--- config.mk ---
export PLATFORM = sky130hd
export DESIGN_NAME = scan_line_position_tracker
export DESIGN_NICKNAME = d
export VERILOG_FILES = /design/src/rtl/core/slpt_pkg.sv /design/src/rtl/core/scan_line_position_tracker.sv /design/src/rtl/core/slpt_ctrl.sv /design/src/rtl/core/slpt_dp.sv
export SDC_FILE = /design/constraint.sdc
export NUM_CORES = 1
export LEC_CHECK = 0
export ABC_AREA = 1
export BUFFER_PORTS_ARGS = -buffer_cell sky130_fd_sc_hd__buf_2
export CORE_MARGIN = 2
export CORE_UTILIZATION = 65
export DETAILED_ROUTE_END_ITERATION = 6
export GPL_TIMING_DRIVEN = 0
export PLACE_DENSITY = 0.83
export SETUP_SLACK_MARGIN = 0.15
export SLEW_MARGIN = 30
export SYNTH_ARGS = -nofsm -noshare
export SYNTH_HDL_FRONTEND = slang
export SYNTH_SLANG_ARGS = --single-unit
--- constraint.sdc ---
create_clock -name aclk -period 12.3 [get_ports aclk]
set_clock_uncertainty 0.05 [all_clocks]
set_input_delay 2.46 -clock aclk [delete_from_list [all_inputs] [get_ports aclk]]
set_output_delay 2.46 -clock aclk [all_outputs]
set_load 0.01 [all_outputs]
--- src/rtl/core/slpt_pkg.sv ---
// Package for the scan line position tracker: phase codes, controller states,
// register indexes, reset values and the controller/datapath command types.
// No dependencies.
`default_nettype none

package slpt_pkg;

    // Register file layout
    localparam int CFG_ADDR_W = 2;
    localparam int CFG_DATA_W = 16;
    localparam logic [CFG_ADDR_W-1:0] CFG_PULSE_MIN    = 2'd0;
    localparam logic [CFG_ADDR_W-1:0] CFG_WARMUP_TICKS = 2'd1;
    localparam logic [CFG_ADDR_W-1:0] CFG_ACTIVE_TICKS = 2'd2;

    localparam int PULSE_MIN_W = 16;
    localparam int WARMUP_W    = 16;
    localparam int ACTIVE_W    = 15;

    localparam logic [PULSE_MIN_W-1:0] PULSE_MIN_RST    = 16'd400;
    localparam logic [WARMUP_W-1:0]    WARMUP_TICKS_RST = 16'd1000;
    localparam logic [ACTIVE_W-1:0]    ACTIVE_TICKS_RST = 15'd14000;

    // Result beat fields
    localparam int LINE_W    = 8;
    localparam int S_TDATA_W = 8;
    localparam int M_TDATA_W = 16;
    localparam logic [LINE_W-1:0] LINE_RST = 8'd55;
    localparam logic [LINE_W-1:0] LINE_SAT = 8'd255;

    // Divider: one overflow check plus one step per quotient bit
    localparam int DIV_STEPS = LINE_W + 1;
    localparam int DIV_CNT_W = $clog2(DIV_STEPS);

    typedef enum logic [1:0] {
        PH_WAIT   = 2'd0,
        PH_WARMUP = 2'd1,
        PH_ACTIVE = 2'd2
    } phase_t;

    typedef enum logic [1:0] {
        ST_IDLE,
        ST_DIV,
        ST_LINE,
        ST_EMIT
    } ctrl_state_t;

    // Controller to datapath
    typedef struct packed {
        logic accept;     // take the input beat, update tracker state
        logic div_step;   // one divider step
        logic div_first;  // step is the overflow check
        logic line_wr;    // write the scaled line value
        logic emit;       // load the output register
    } ctrl_cmd_t;

    // Datapath to controller
    typedef struct packed {
        logic need_div;   // accepted beat recomputes the line value
        logic out_free;   // output register can take a beat
    } dp_status_t;

endpackage

`default_nettype wire

--- src/rtl/core/scan_line_position_tracker.sv ---
// Top level of the scan line position tracker: controller plus datapath.
// Depends on slpt_pkg, slpt_ctrl and slpt_dp.
//
//   channel | dir | handshake          | payload
//   s_      | in  | s_tvalid/s_tready  | s_tdata[7:0]  one timer tick
//   m_      | out | m_tvalid/m_tready  | m_tdata[15:0] one result per tick
//   cfg_    | in  | cfg_we             | cfg_addr, cfg_wdata
//
// A tick without a line update passes through accept and output load.
// A tick that recomputes the line value also passes through the divider
// steps (overflow check, then one quotient bit each) and the line write.
// Synchronous active-low reset; no clearing pass, ready the cycle after reset.
// A stalled output holds the block in its output-load step; the next tick
// is taken as soon as the result sits in the output register.
`default_nettype none

module scan_line_position_tracker #(
    parameter int TIMER_WIDTH = 16
) (
    input  wire logic        aclk,
    input  wire logic        aresetn,
    // configuration write port
    input  wire logic        cfg_we,
    input  wire logic [1:0]  cfg_addr,
    input  wire logic [15:0] cfg_wdata,
    // input ticks
    input  wire logic        s_tvalid,
    output logic             s_tready,
    input  wire logic [7:0]  s_tdata,   // [0] sweep_level, [1] data_level
    // results
    output logic             m_tvalid,
    input  wire logic        m_tready,
    output logic [15:0]      m_tdata    // [7:0] line_value, [8] line_updated,
                                        // [9] line_indicator, [10] data_ready,
                                        // [12:11] window_phase
);
    import slpt_pkg::*;

    ctrl_cmd_t  cmd;
    dp_status_t status;

    slpt_ctrl u_ctrl (
        .aclk     (aclk),
        .aresetn  (aresetn),
        .s_tvalid (s_tvalid),
        .s_tready (s_tready),
        .status   (status),
        .cmd      (cmd)
    );

    slpt_dp #(
        .TIMER_WIDTH (TIMER_WIDTH)
    ) u_dp (
        .aclk      (aclk),
        .aresetn   (aresetn),
        .cfg_we    (cfg_we),
        .cfg_addr  (cfg_addr),
        .cfg_wdata (cfg_wdata),
        .s_tdata   (s_tdata),
        .cmd       (cmd),
        .status    (status),
        .m_tvalid  (m_tvalid),
        .m_tready  (m_tready),
        .m_tdata   (m_tdata)
    );

    // one tick in flight at a time
    assert property (@(posedge aclk) disable iff (!aresetn)
        (s_tvalid && s_tready) |=> !s_tready)
        else $error("tick accepted while another is in flight");

    // a recomputed line value always drops the indicator
    assert property (@(posedge aclk) disable iff (!aresetn)
        (m_tvalid && m_tdata[8]) |-> !m_tdata[9])
        else $error("line indicator high on a line update");

    // window phase never takes the unused code
    assert property (@(posedge aclk) disable iff (!aresetn)
        m_tvalid |-> (m_tdata[12:11] != 2'd3))
        else $error("bad window phase code");

    // a new result appears only after an output load
    assert property (@(posedge aclk) disable iff (!aresetn)
        $rose(m_tvalid) |-> $past(cmd.emit))
        else $error("result valid without an output load");

endmodule

`default_nettype wire

--- src/rtl/core/slpt_ctrl.sv ---
// Controller for the scan line position tracker: sequences accept, the
// divider steps, the line write and the output load. Depends on slpt_pkg.
`default_nettype none

module slpt_ctrl (
    input  wire logic               aclk,
    input  wire logic               aresetn,
    input  wire logic               s_tvalid,
    output logic                    s_tready,
    input  wire slpt_pkg::dp_status_t status,
    output slpt_pkg::ctrl_cmd_t     cmd
);
    import slpt_pkg::*;

    ctrl_state_t            state_reg, state_next;
    logic [DIV_CNT_W-1:0]   cnt_reg, cnt_next;
    logic                   take;
    logic                   last_step;

    assign take      = s_tvalid && (state_reg == ST_IDLE);
    assign last_step = (cnt_reg == DIV_CNT_W'(DIV_STEPS - 1));

    // Next state
    always_comb begin
        state_next = state_reg;
        cnt_next   = cnt_reg;
        unique case (state_reg)
            ST_IDLE: begin
                cnt_next = '0;
                if (take) begin
                    state_next = status.need_div ? ST_DIV : ST_EMIT;
                end
            end
            ST_DIV: begin
                cnt_next = cnt_reg + 1'b1;
                if (last_step) begin
                    state_next = ST_LINE;
                end
            end
            ST_LINE: begin
                state_next = ST_EMIT;
            end
            ST_EMIT: begin
                if (status.out_free) begin
                    state_next = ST_IDLE;
                end
            end
            default: begin
                state_next = ST_IDLE;
            end
        endcase
    end

    // Outputs
    always_comb begin
        cmd       = '0;
        s_tready  = 1'b0;
        unique case (state_reg)
            ST_IDLE: begin
                s_tready   = 1'b1;
                cmd.accept = take;
            end
            ST_DIV: begin
                cmd.div_step  = 1'b1;
                cmd.div_first = (cnt_reg == '0);
            end
            ST_LINE: begin
                cmd.line_wr = 1'b1;
            end
            ST_EMIT: begin
                cmd.emit = status.out_free;
            end
            default: begin
                cmd = '0;
            end
        endcase
    end

    always_ff @(posedge aclk) begin
        if (!aresetn) begin
            state_reg <= ST_IDLE;
            cnt_reg   <= '0;
        end else begin
            state_reg <= state_next;
            cnt_reg   <= cnt_next;
        end
    end

endmodule

`default_nettype wire

--- src/rtl/core/slpt_dp.sv ---
// Datapath for the scan line position tracker: config registers, window
// timer, pulse tracking, restoring divider and output register. Depends on slpt_pkg.
`default_nettype none

module slpt_dp #(
    parameter int TIMER_WIDTH = 16
) (
    input  wire logic                           aclk,
    input  wire logic                           aresetn,
    input  wire logic                           cfg_we,
    input  wire logic [slpt_pkg::CFG_ADDR_W-1:0] cfg_addr,
    input  wire logic [slpt_pkg::CFG_DATA_W-1:0] cfg_wdata,
    input  wire logic [slpt_pkg::S_TDATA_W-1:0]  s_tdata,
    input  wire slpt_pkg::ctrl_cmd_t            cmd,
    output slpt_pkg::dp_status_t                status,
    output logic                                m_tvalid,
    input  wire logic                           m_tready,
    output logic [slpt_pkg::M_TDATA_W-1:0]      m_tdata
);
    import slpt_pkg::*;

    localparam int TW = TIMER_WIDTH;
    // wide enough for pulse_min + rise and active + warmup without wrap
    localparam int PW = ((TW > 16) ? TW : 16) + 1;
    // divider width: (rise + now) << 7 and active << 8
    localparam int DW = ((TW + 8) > (ACTIVE_W + LINE_W)) ? (TW + 8) : (ACTIVE_W + LINE_W);

    // Configuration registers
    logic [PULSE_MIN_W-1:0] pulse_min_reg;
    logic [WARMUP_W-1:0]    warmup_reg;
    logic [ACTIVE_W-1:0]    active_reg;

    always_ff @(posedge aclk) begin
        if (!aresetn) begin
            pulse_min_reg <= PULSE_MIN_RST;
            warmup_reg    <= WARMUP_TICKS_RST;
            active_reg    <= ACTIVE_TICKS_RST;
        end else if (cfg_we) begin
            unique case (cfg_addr)
                CFG_PULSE_MIN:    pulse_min_reg <= cfg_wdata[PULSE_MIN_W-1:0];
                CFG_WARMUP_TICKS: warmup_reg    <= cfg_wdata[WARMUP_W-1:0];
                CFG_ACTIVE_TICKS: active_reg    <= cfg_wdata[ACTIVE_W-1:0];
                default: ;
            endcase
        end
    end

    // Tracker state
    phase_t            phase_reg, phase_next;
    logic [TW-1:0]     tick_reg, tick_next;
    logic [TW-1:0]     cmp_reg, cmp_next;
    logic [TW-1:0]     rise_reg, rise_next;
    logic              prev_sweep_reg, prev_data_reg;
    logic              found_reg, found_next;
    logic              armed_reg, armed_next;
    logic              ind_reg, ind_next;
    logic              rdy_reg, rdy_next;
    logic [LINE_W-1:0] line_reg;

    // Beat decode and per-tick update
    logic              sweep, data, sweep_chg;
    logic [TW-1:0]     now;
    phase_t            phase1;
    logic [TW-1:0]     cmp1, rise1;
    logic              found1, armed1, ind1;
    logic              edge_hit, rising, falling, wide, need_div;
    logic [PW-1:0]     pulse_end, win_sum;
    logic [TW:0]       mid;

    assign sweep     = s_tdata[0];
    assign data      = s_tdata[1];
    assign now       = tick_reg;
    assign sweep_chg = (sweep != prev_sweep_reg);

    always_comb begin
        // sweep change restarts the window
        phase1 = sweep_chg ? PH_WARMUP : phase_reg;
        cmp1   = sweep_chg ? TW'(warmup_reg) : cmp_reg;
        found1 = sweep_chg ? 1'b0 : found_reg;
        rise1  = sweep_chg ? '0 : rise_reg;
        ind1   = sweep_chg ? 1'b0 : ind_reg;
        armed1 = sweep_chg ? 1'b1 : armed_reg;

        // data edges inside the armed active phase
        edge_hit  = (data != prev_data_reg) && (phase1 == PH_ACTIVE) && armed1;
        rising    = edge_hit && data;
        falling   = edge_hit && !data;
        pulse_end = PW'(pulse_min_reg) + PW'(rise1);
        wide      = (PW'(now) >= pulse_end);
        need_div  = rising && found1;
        mid       = (TW + 1)'(rise1) + (TW + 1)'(now);

        rise_next  = rising ? now : rise1;
        found_next = (falling && wide) ? 1'b1 : found1;
        armed_next = need_div ? 1'b0 : armed1;
        ind_next   = need_div ? 1'b0 : ((falling && wide) ? 1'b1 : ind1);
        rdy_next   = need_div ? 1'b0 : rdy_reg;

        // window timer
        phase_next = phase1;
        cmp_next   = cmp1;
        win_sum    = PW'(active_reg) + PW'(warmup_reg);
        if (sweep_chg) begin
            tick_next = '0;
        end else if (now == cmp1) begin
            tick_next = '0;
            priority if (phase1 == PH_WARMUP) begin
                cmp_next   = win_sum[TW-1:0];
                phase_next = PH_ACTIVE;
            end else if (phase1 == PH_ACTIVE) begin
                phase_next = PH_WAIT;
                if (found_next) begin
                    rdy_next = 1'b1;
                end
            end else begin
                // wait stays wait
                phase_next = phase1;
            end
        end else begin
            tick_next = now + 1'b1;
        end
    end

    assign status.need_div = need_div;
    assign status.out_free = !m_tvalid || m_tready;

    always_ff @(posedge aclk) begin
        if (!aresetn) begin
            phase_reg      <= PH_WAIT;
            tick_reg       <= '0;
            cmp_reg        <= '1;
            rise_reg       <= '0;
            prev_sweep_reg <= 1'b0;
            prev_data_reg  <= 1'b0;
            found_reg      <= 1'b0;
            armed_reg      <= 1'b1;
            ind_reg        <= 1'b0;
            rdy_reg        <= 1'b0;
        end else if (cmd.accept) begin
            phase_reg      <= phase_next;
            tick_reg       <= tick_next;
            cmp_reg        <= cmp_next;
            rise_reg       <= rise_next;
            prev_sweep_reg <= sweep;
            prev_data_reg  <= data;
            found_reg      <= found_next;
            armed_reg      <= armed_next;
            ind_reg        <= ind_next;
            rdy_reg        <= rdy_next;
        end
    end

    // Restoring divider: first step checks for quotient overflow, then one
    // quotient bit per step with the divisor shifting right
    logic [DW-1:0]     rem_reg;
    logic [DW-1:0]     dvs_reg;
    logic [LINE_W-1:0] quo_reg;
    logic              sat_reg;
    logic              sweep_pend_reg;
    logic              upd_pend_reg;
    logic              ge;
    logic [LINE_W-1:0] scaled, line_new;

    assign ge       = (rem_reg >= dvs_reg);
    assign scaled   = sat_reg ? LINE_SAT : quo_reg;
    assign line_new = sweep_pend_reg ? ~scaled : scaled;

    always_ff @(posedge aclk) begin
        if (cmd.accept) begin
            rem_reg        <= DW'({mid, 7'b0});
            dvs_reg        <= DW'({active_reg, 8'b0});
            quo_reg        <= '0;
            sat_reg        <= 1'b0;
            sweep_pend_reg <= sweep;
            upd_pend_reg   <= need_div;
        end else if (cmd.div_step) begin
            dvs_reg <= dvs_reg >> 1;
            if (cmd.div_first) begin
                sat_reg <= ge;
            end else begin
                if (ge) begin
                    rem_reg <= rem_reg - dvs_reg;
                end
                quo_reg <= {quo_reg[LINE_W-2:0], ge};
            end
        end
    end

    always_ff @(posedge aclk) begin
        if (!aresetn) begin
            line_reg <= LINE_RST;
        end else if (cmd.line_wr) begin
            line_reg <= line_new;
        end
    end

    // Output register
    logic                 m_tvalid_reg;
    logic [M_TDATA_W-1:0] m_tdata_reg;

    always_ff @(posedge aclk) begin
        if (!aresetn) begin
            m_tvalid_reg <= 1'b0;
        end else if (cmd.emit) begin
            m_tvalid_reg <= 1'b1;
        end else if (m_tready) begin
            m_tvalid_reg <= 1'b0;
        end
    end

    always_ff @(posedge aclk) begin
        if (cmd.emit) begin
            m_tdata_reg <= {3'b0, phase_reg, rdy_reg, ind_reg, upd_pend_reg, line_reg};
        end
    end

    assign m_tvalid = m_tvalid_reg;
    assign m_tdata  = m_tdata_reg;

endmodule

`default_nettype wire
**After elaboration in Yosys (flattened, before gate mapping)**

Cells that the tools add are included.

- Register bits: 189
- Bits in latches: 0
- RAM bits: 0
- Memory bits (read-only): 0
- Input port bits: 31
- Memories kept: 0

- Add/sub/neg operators: 6
- Multiply operators: 0
- Div/mod/pow operators: 0
- Magnitude comparators: 2
- Equality and inequality tests: 15
- Shift operators: 0
- Mux-type cells: 47
- Bitwise logic cells: 2
- Reduce and logical (&&, ||, !) cells: 27

Operators with widths:

| kind | count |
|---|---|
| 16-bit two-way mux | 8 |
| 24-bit two-way mux | 4 |
| 23-bit two-way mux | 2 |
| 16-bit by 16-bit adder with 17-bit output | 2 |
| 24-bit by 23-bit >= comparator with 1-bit output | 1 |
| 24-bit by 23-bit subtractor with 24-bit output | 1 |
| 2-bit two-way mux | 10 |
| 1-bit two-way mux | 19 |
| 16-bit by 17-bit >= comparator with 1-bit output | 1 |
| 15-bit by 16-bit adder with 16-bit output | 1 |
| 16-bit by 1-bit adder with 16-bit output (second input constant) | 1 |
| 16-bit equality test | 1 |
| 8-bit two-way mux | 2 |
| 2-bit AND reduction | 6 |
| 3-bit AND reduction | 3 |
| 2-bit equality test (second input constant) | 4 |
| 2-bit by 1-bit != test with 1-bit output (second input constant) | 4 |
| 8-bit inverter | 1 |
| 2-bit one-hot mux with 4 select lines | 1 |
| 4-bit one-hot mux with 2 select lines | 1 |
| 2-bit nonzero test | 4 |
| 1-bit logical AND | 7 |
| 2-bit by 1-bit equality test with 1-bit output (second input constant) | 3 |
| 4-bit by 1-bit adder with 4-bit output (second input constant) | 1 |
| other kinds (8) | 11 |

**Longest topological paths before layout**

Gate-level depths: netlist of run 1.

- Word-level depth: 13
- Gate-level depth with buffers: 34
- Gate-level depth less buffers: 33

**Hierarchy**

A second synthesis of run 1 with hierarchy kept.

- Cells, all modules: 1795
- Area, all modules: 12464.5 µm²

By module, submodules not included:

| module | times used | cells an instance | area an instance (µm²) |
|---|---|---|---|
| slpt_dp | 1 | 1731 | 12051.6 |
| slpt_ctrl | 1 | 64 | 412.9 |

**Worst setup path before layout of run 1**

OpenSTA, ideal clock, no wires.

- Path type: input port to flip-flop
- Start point: in s_tdata[0]
- End point: reg u_dp.rdy_reg
- Setup time: 0.132 ns
- Arrival: 5.403 ns
- Data required time: 12.118 ns
- Path slack: 6.715 ns
- Stages on the path: 29
- Buffers on the path: 2
- Cell sequence: inv_1 > nand2_1 > nand2_4 > buf_4 > clkbuf_1 > nor2_1 > ha_1 > inv_1 > fa_1 > inv_1 > nand2_1 > nand2_1 > a31o_2 > xor2_1 > ha_1 > nand2_1 > inv_1 > a21oi_1 > nand4_1 > nand2_1 > nand2_1 > nand2_1 > nand2_1 > nand2_1 > nand2_1 > nand3_1 > nand2_1 > nand2_1 > a21oi_1

- Cells in the longest elaborated chain, start to end: 13
- Elaborated cells between the ends (all ways): 24
- Classes of those cells: 1 x add/sub; 1 x order compare; 4 x eq/ne; 12 x mux; 6 x reduce/logical

RTL lines:

| element | line | source |
|---|---|---|
| from (decl) | scan_line_position_tracker.sv:29 | `input wire logic [7:0] s_tdata,` |
| 1-bit != test (*) | slpt_dp.sv:73 | `assign sweep_chg = (sweep != prev_sweep_reg);` |
| parallel branches: the longest is 11 deep, another holds 16-bit by 16-bit adder with 17-bit output | -- |  |
| 1-bit two-way mux (*) | slpt_dp.sv:103 | `if (sweep_chg) begin` |
| to (signal assigned) | slpt_dp.sv:149 | `rdy_reg <= rdy_next;` |
| to (decl) | slpt_dp.sv:57 | `logic rdy_reg, rdy_next;` |

Every way passes the cells marked *.
A chain may end at the register's enable or synchronous reset.

**Final worst setup path of run 1**

Same ends and word-level chain as after synthesis.

==> impl_results.md, run 1 <==
- Post-Syn Area: between 10000 and 15000 um^2
- RSZ-0062 raised after global routing: no
- Longest Clk Path Bufs: 2
- CP max-delay cell: clkbuf_1
- Switching part of the total: 0.4450
- Post-route design area: between 10000 and 15000 um^2
- Syn avg cell area: approximately 7 um^2
- Layout area overhead: 9.199%
- Vias in the first global route: 11770
- NetSw: 0.001219 W
- Slew Viols, Final: 0
- Worst-Skew Late Latency: around 460 ps
- Antenna Nets Post-Route: 0
- Critical Path Source: s_tdata[0]
- Mapped Cells: around 1800
- Syn. warnings: 0
- Gpl congestion: 0.9951
- Total GRT Usage: 0.3753
- Commonest cells in the synthesized netlist: nand2_1, inv_1, nor2_1
- Arr. time, crit path: ~6700 ps
- Fmax: roughly 160 MHz
- Worst hold slack: 386.8 ps
- Post-synth top area share: 0.2255
- Commonest register cell after synthesis: dfxtp_1
- Worst Hold Class: flop to flop
- CP max stage delay: between 400 and 500 ps
- Share of post-route cells with drive strength above 1: 0.05833
- DRC Markers: 0
- Flops & latches, synth: 189
- Cell Area, Placed: roughly 13000 um^2
- Ant diodes: 0
- Die Wd: 143.3 um
- Reg-to-Reg Start: u_dp.prev_sweep_reg
- Clock sinks: ~190
- Tcrit/Tclk final: 0.5160
- First-pass GRT wire length: 59480 um
- Max cap viols: 0
- Routed wire per std cell: 17.33 um
- Starting density of the core: 0.6674
- Total wire length: between 30000 and 40000 um
- Crit end category: flop
- Clock root buffer: clkbuf_16
- Register area share after synthesis: 0.3374
- Comb pwr share: 0.467
- Synth area leaders: dfxtp_1, nand2_1, edfxtp_1, ha_1, inv_1
- Status: finished, final reports clean
- Power Dens Cells: 198.9 nW/um^2
- Seq pwr share: 0.319
- Worst hold start: u_dp.line_reg[6]
- CTS tree: built
- Clock-pin slew of the registers on the worst-case setup and hold paths: approximately 80 ps
- Slew HR: 0.4740
- H-tree level count: 4
- Post-CTS resize count: 0
- Final #Nets: 2025
- CTS buffer count: 17
- Unique masters post-synth: 47
- Initial antenna violation count: 0
- Tmin final: 6347 ps
- Via count: 12590
- Pin count of the biggest net entering global routing: 23
- CP Data Required Time: 12620 ps
- Leakage power: 6.708 nW
- Worst IR Drop VDD: 0.1118 mV
- Vias per cell: 5.776
- CP most frequent cell: nand2_1
- GRT overflow: 0
- Die height: 143.3 um
- Cts hold-fix bufs: 0
- Worst-path fanout max: 10
- DRT iter0 DRCs: 1344
- Share of power burned in the clock network: 0.214
- Post-Route Setup TNS: 0 ps
- Internal power: 0.001520 W
- HPWL Detailed: 29230 um
- Async S/R FF share, synth: 0
- Core area: 18890 um^2
- Tightest Pin Transition: 787.1 ps
- Post CTS Setup Buffer Count: 0
- Critical path launch point type: primary input
- Fin. Hold Viols: 0
- Type of the worst setup path: primary input to flop
- # setup viols final: 0
- Number of core rows: 50
- Number of flip-flops in the largest register: 24
- DRT Pass-1 Iters: 7
- Most frequent cell after synthesis: nand2_1
- # IOs: 49
- Die area: 20530 um^2
- Post-synth EDFFs: 47
- IO Port Bufs: 39
- Largest area contributor in the netlist: dfxtp_1
## worst max-delay path: cells and delay by family
family                     cells  cell delay [ps]
adders and majority gates      2              520
AOI/OAI and AO/OA              3              480
and+or+nand+nor               25             2260
buffers and inverters          5              910
## power groups by stage
stage / Sequential (W) / Combinational [W] / Clock (W)
finish: 0.000875 / 0.00128 / 0.000585
floorplan: 0.000866 / 0.000945 / 0
CTS: 0.000872 / 0.00126 / 0.000585
global placement: 0.000879 / 0.00122 / 0
global route: 0.000888 / 0.00143 / 0.000607
detailed placement: 0.000885 / 0.00124 / 0
## logic make-up (layout without fill, tap and decap cells)
family | after synthesis | count (layout) | synth area share
AO/OA/AOI/OAI | 383 | 383 | 0.1699
XOR/XNOR | 63 | 63 | 0.04376
adder cells (fa/ha/maj) | 87 | 87 | 0.08872
buffers and inverters | 282 | 353 | 0.08762
flip-flops | 189 | 189 | 0.3374
other | 1 | 3 | 0.0002974
AND/OR/NAND/NOR | 842 | 842 | 0.2723
## cell usage in the layout (no fill, tap or decap), types with 3 or more instances in the layout
| master | netlist | layout |
|---|---|---|
| buf_2 | 4 | 43 |
| conb_1 | 1 | 3 |
| clkbuf_16 | 0 | 17 |
| a21o_1 | 8 | 8 |
| nand3b_1 | 5 | 5 |
| clkbuf_1 | 50 | 50 |
| nor4_1 | 5 | 5 |
| edfxtp_1 | 47 | 47 |
| nor3_1 | 13 | 13 |
| ha_1 | 83 | 83 |
| dfxtp_1 | 142 | 142 |
| buf_1 | 4 | 4 |
| o22ai_1 | 5 | 5 |
| a31oi_1 | 6 | 6 |
| a211oi_1 | 3 | 3 |
| clkinv_8 | 0 | 4 |
| o21bai_1 | 8 | 8 |
| clkinv_1 | 4 | 4 |
| o21ai_2 | 10 | 10 |
| nand4_1 | 14 | 14 |
| xnor2_1 | 19 | 19 |
| nor2_1 | 168 | 168 |
| o21ai_1 | 7 | 7 |
| inv_12 | 0 | 5 |
| fa_1 | 4 | 4 |
| o211ai_1 | 18 | 18 |
| or2_2 | 9 | 9 |
| a21oi_1 | 138 | 137 |
| o21ai_0 | 151 | 151 |
| nand3_1 | 98 | 98 |
| a21boi_0 | 4 | 4 |
| inv_1 | 212 | 212 |
| xor2_1 | 44 | 44 |
| o31ai_1 | 14 | 14 |
| buf_4 | 5 | 5 |
| buf_6 | 3 | 3 |
| nand2_1 | 521 | 521 |
## metal layers
layer,GRT usage,wire (um),share of wire,vias up
li1,-,-,-,6189
met1,0.4728,15200,0.40,5701
met2,0.6288,17410,0.46,583
met3,0.06170,3481,0.092,118
met4,0.1775,1690,0.045,0
met5,0,0,0,-
## stage by stage
step / util / setup slack, ps / total power [W] / std cells
after floorplan: - / 6715 / 0.001811 / 1849
after global placement: 0.6953 / 5617 / 0.002097 / 2148
after detailed placement: 0.6955 / 5613 / 0.002124 / 2148
after CTS: 0.7287 / 6050 / 0.002713 / 2180
after global routing: 0.7287 / 5460 / 0.002924 / 2180
final: 0.7287 / 5953 / 0.002739 / 2180
## final timing paths
kind	slack, ps	endpoint	depth (start not counted)
worst min-delay path	390	u_dp.m_tdata[6]	0
worst max-delay path	5950	u_dp.rdy_reg	35
worst max register to register	7710	u_dp.rdy_reg	34
worst min register to register	390	u_dp.m_tdata[6]	0
## final cells by class
class	instances	area (um^2)
Multi-Input combinational cell	1378	7261
Fill cell	1644	5125
Sequential cell	189	4254
Clock buffer	17	425.4
Inverter	216	810.8
Clock inverter	15	202.7
Tap cell	260	325.3
Timing Repair Buffer	39	195.2
Buffer	66	294.0
Power figures use the tool's default switching activity.
==> run 2, diff against run 1 <==
- ABC_AREA: 1 -> 0
- CORE_UTILIZATION: 65 -> 57
- PLACE_DENSITY: 0.83 -> 0.77
- clock period: 12.3 -> 5.8 ns (I/O delays scaled with it)
==> run 2 against run 1 <==
Compared with the run above: the run now ends with setup timing left; sequential power grew 95%; count of clock-buffer cells in the layout is the same; critical path depth shrank 6; sequential share of layout area grew 0.65 points; critical endpoint unchanged; largest power group unchanged; highest routed layer unchanged.
==> impl_results.md, run 2 <==
- Final WS setup: -285.5 ps (-6238 ps)
- Reg2Reg Setup Slack: 90 ps (-7620 ps)
- Die height: 149.5 um (+4.3%)
- RSZ-0062 raised after global routing: yes
- Arr. time, crit path: 6340 ps (-330 ps)
- Cts hold-fix bufs: 0 (unchanged)
- Gpl congestion: 0.9417 (-5.4%)
- Switching part of the total: 0.3931 (-0.05194)
- Reg2reg path depth: 28 (-18%)
- Share of post-route cells with drive strength above 1: 0.09236 (+0.03403)
- Die area: 22340 um^2 (+8.8%)
- Number of core rows: 53 (+6.0%)
- Most frequent cells in the layout: nand2_1, dfxtp_1, ha_1
- Syn. warnings: 0 (unchanged)
- NetSw: 0.001858 W (+52%)
- H-tree level count: 4 (unchanged)
- Number of flip-flops in the largest register: 24 (unchanged)
- Crit end category: flop
- # placed instances: 1734 (-19%)
- FILL cells: 1786 (+8.6%)
- Failing checks: setup timing
- Total GRT Usage: 0.3126 (-0.06262)
- Status: complete, but fails checks
- Slew HR: 0.4602 (-0.01379)
- Worst IR Drop VDD: 0.1924 mV (+72%)
- Mapped Cells: 1419 (-23%)
- Total wire length: 34290 um (-9.3%)
- Synth area leaders: dfxtp_1, edfxtp_1, ha_1, nand2_1, xnor2_1
- Via count: 10840 (-14%)
- Max cap viols: 0 (unchanged)
- Reg-to-Reg Start: u_dp.prev_sweep_reg
- CP max-delay cell: ha_1
- Antenna Nets Post-Route: 0 (unchanged)
- Most frequent cell after synthesis: nand2_1
- Slew Viols, Final: 0 (unchanged)
- Critical path launch point type: primary input
- Final #Nets: 1610 (-20%)
- CTS tree: built
- Vias per cell: 6.079 (+5.3%)
- Layout area overhead: 11.77%
- Critical Path Source: s_tdata[0]
- DRC Markers: 0 (unchanged)
- Post-synth EDFFs: 47 (unchanged)
- Most common cell after layout, fill and taps aside: nand2_1
- Pin count of the biggest net entering global routing: 21 (-8.7%)
- Die Wd: 149.5 um (+4.3%)
- Post-Layout Cell Count: 1783 (-18%)
- Largest area contributor in the netlist: dfxtp_1
- CP Data Required Time: 6050 ps (-6570 ps)
- IO Port Bufs: 38 (-2.6%)
- Cell Area, Placed: 12670 um^2 (-3.6%)
- Fmax: 164.3 MHz
- Power Dens Cells: 350.6 nW/um^2 (+76%)
- Flops & latches, synth: 189 (unchanged)
- Syn avg cell area: 8.502 um^2 (+25%)
- # setup viols final: 3 (+3)
- CP most frequent cell: a21oi_2
- First-pass GRT wire length: 54080 um (-9.1%)
- RR Endpoint: u_dp.rdy_reg
- Internal power: 0.002869 W (+89%)
- Post-layout util: 0.6455 (-0.08322)
- Worst Hold Class: flop to flop
- Comb pwr share: 0.390 (-0.077)
- Post-route design area: 13480 um^2 (-2.1%)
- HPWL Detailed: 25430 um (-13%)
- Core area: 20890 um^2 (+11%)
- Tightest Pin Transition: 809.7 ps (+22.59 ps)
- Share of power burned in the clock network: 0.249 (+0.035)
- Seq pwr share: 0.362 (+0.043)
- Leakage power: 5.363 nW (-20%)
- Tmin final: 6085 ps
- Starting density of the core: 0.5775 (-0.08981)
- Type of the worst setup path: primary input to flop
- Clock-pin slew of the registers on the worst-case setup and hold paths: 80 ps (about the same)
- Worst-path fanout max: 4 (-6)
- Async S/R FF share, synth: 0 (unchanged)
- Longest Clk Path Bufs: 2 (unchanged)
- Commonest cells in the synthesized netlist: nand2_1, dfxtp_1, ha_1
- # IOs: 49 (unchanged)
- Clock root buffer: clkbuf_16
- Worst hold slack: 382.4 ps (-4.310 ps)
- CTS buffer count: 17 (unchanged)
- GRT overflow: 0 (unchanged)
- Post-synth top area share: 0.2356 (+0.01017)
- DRT iter0 DRCs: 892 (-34%)
- Register area share after synthesis: 0.3526 (+0.01522)
- CP max stage delay: 390 ps (-60 ps)
- Clock sinks: 189 (unchanged)
- Post-Syn Area: 12060 um^2 (-4.3%)
- Routed wire per std cell: 19.23 um (+11%)
- Vias in the first global route: 10440 (-11%)
- Tcrit/Tclk final: 1.049
- Worst Setup EP: u_dp.rdy_reg
- Commonest register cell after synthesis: dfxtp_1
- Worst-Skew Late Latency: 440 ps (-20 ps)
- DRT Pass-1 Iters: 5 (-2)
- Initial antenna violation count: 2 (+2)
- Unique masters post-synth: 82 (+74%)
- Fin. Hold Viols: 0 (unchanged)
==> run 2: worst min path at each step <==
stage                                  from  cells past startpoint         endpoint  slack (ps)
final                      u_dp.line_reg[4]                      0  u_dp.m_tdata[4]         380
after global routing       u_dp.line_reg[4]                      0  u_dp.m_tdata[4]         380
after CTS                  u_dp.line_reg[4]                      0  u_dp.m_tdata[4]         380
after detailed placement   u_dp.line_reg[4]                      0  u_dp.m_tdata[4]         360
after global placement     u_dp.line_reg[5]                      0  u_dp.m_tdata[5]         360
after floorplan           u_dp.upd_pend_reg                      0  u_dp.m_tdata[8]         350
==> run 2: area by class of cell <==
cell class,count,area (um^2),share of cell area
tap,275,344.1,0.02552
sequential,189,4254,0.3155
clock inverter,15,172.7,0.01281
buffer,80,386.6,0.02867
antenna,3,7.507,0.0005567
clock buffer,17,425.4,0.03155
timing repair buffer,52,310.3,0.02301
multi-input combinational,1091,7355,0.5454
inverter,61,229.0,0.01698
==> run 2: cells by family after synthesis <==
logic type / count (synthesis) / synth area share
and+or+nand+nor: 504 / 0.1982
AOI/OAI and AO/OA: 360 / 0.2028
DFF: 189 / 0.3526
buffers and inverters: 141 / 0.04688
adders and majority gates: 90 / 0.09521
xor gates and xnor gates: 90 / 0.06752
muxes: 44 / 0.03651
other: 1 / 0.0003108
==> run 2: critical path: cells and delay by family <==
kind                     cells  cell delay (ps)
XOR/XNOR                     2              360
adder cells (fa/ha/maj)      4             1230
AND/OR/NAND/NOR              4              670
AO/OA/AOI/OAI               14             2370
buffers and inverters        5              530
==> run 2: layer usage <==
| metal | wire length (um) | GRT usage | vias to the layer above |
|---|---|---|---|
| li1 | - | - | 5178 |
| met1 | 13930 | 0.3899 | 5047 |
| met2 | 15740 | 0.5096 | 497 |
| met3 | 2811 | 0.07073 | 117 |
| met4 | 1802 | 0.1562 | 0 |
| met5 | 0 | 0 | - |
==> run 2: timing repair <==
item,CTS,global route
pin swaps,11,3
endpoints found under the setup margin,3,3
gates resized for setup,16,5
setup buffers,11,3
==> run 2: metrics by stage <==
stage	setup TNS (ps)	setup WS (ps)	power, W
6_report	-797.5	-285.5	0.004727
5_1_grt	-1208	-417.6	0.005004
4_1_cts	-164.1	-69.64	0.004703
3_5_place_dp	-4232	-1421	0.003491
3_3_place_gp	-4144	-1402	0.003447
2_1_floorplan	-283.0	-106.1	0.003037
==> run 2: power by group through the flow <==
stage	Combinational [W]	Sequential, W	Clock, W
after CTS	0.00181	0.00171	0.00119
after global routing	0.00203	0.00173	0.00124
after detailed placement	0.00175	0.00174	0
final	0.00184	0.00171	0.00118
after floorplan	0.00133	0.00170	0
after global placement	0.00172	0.00173	0
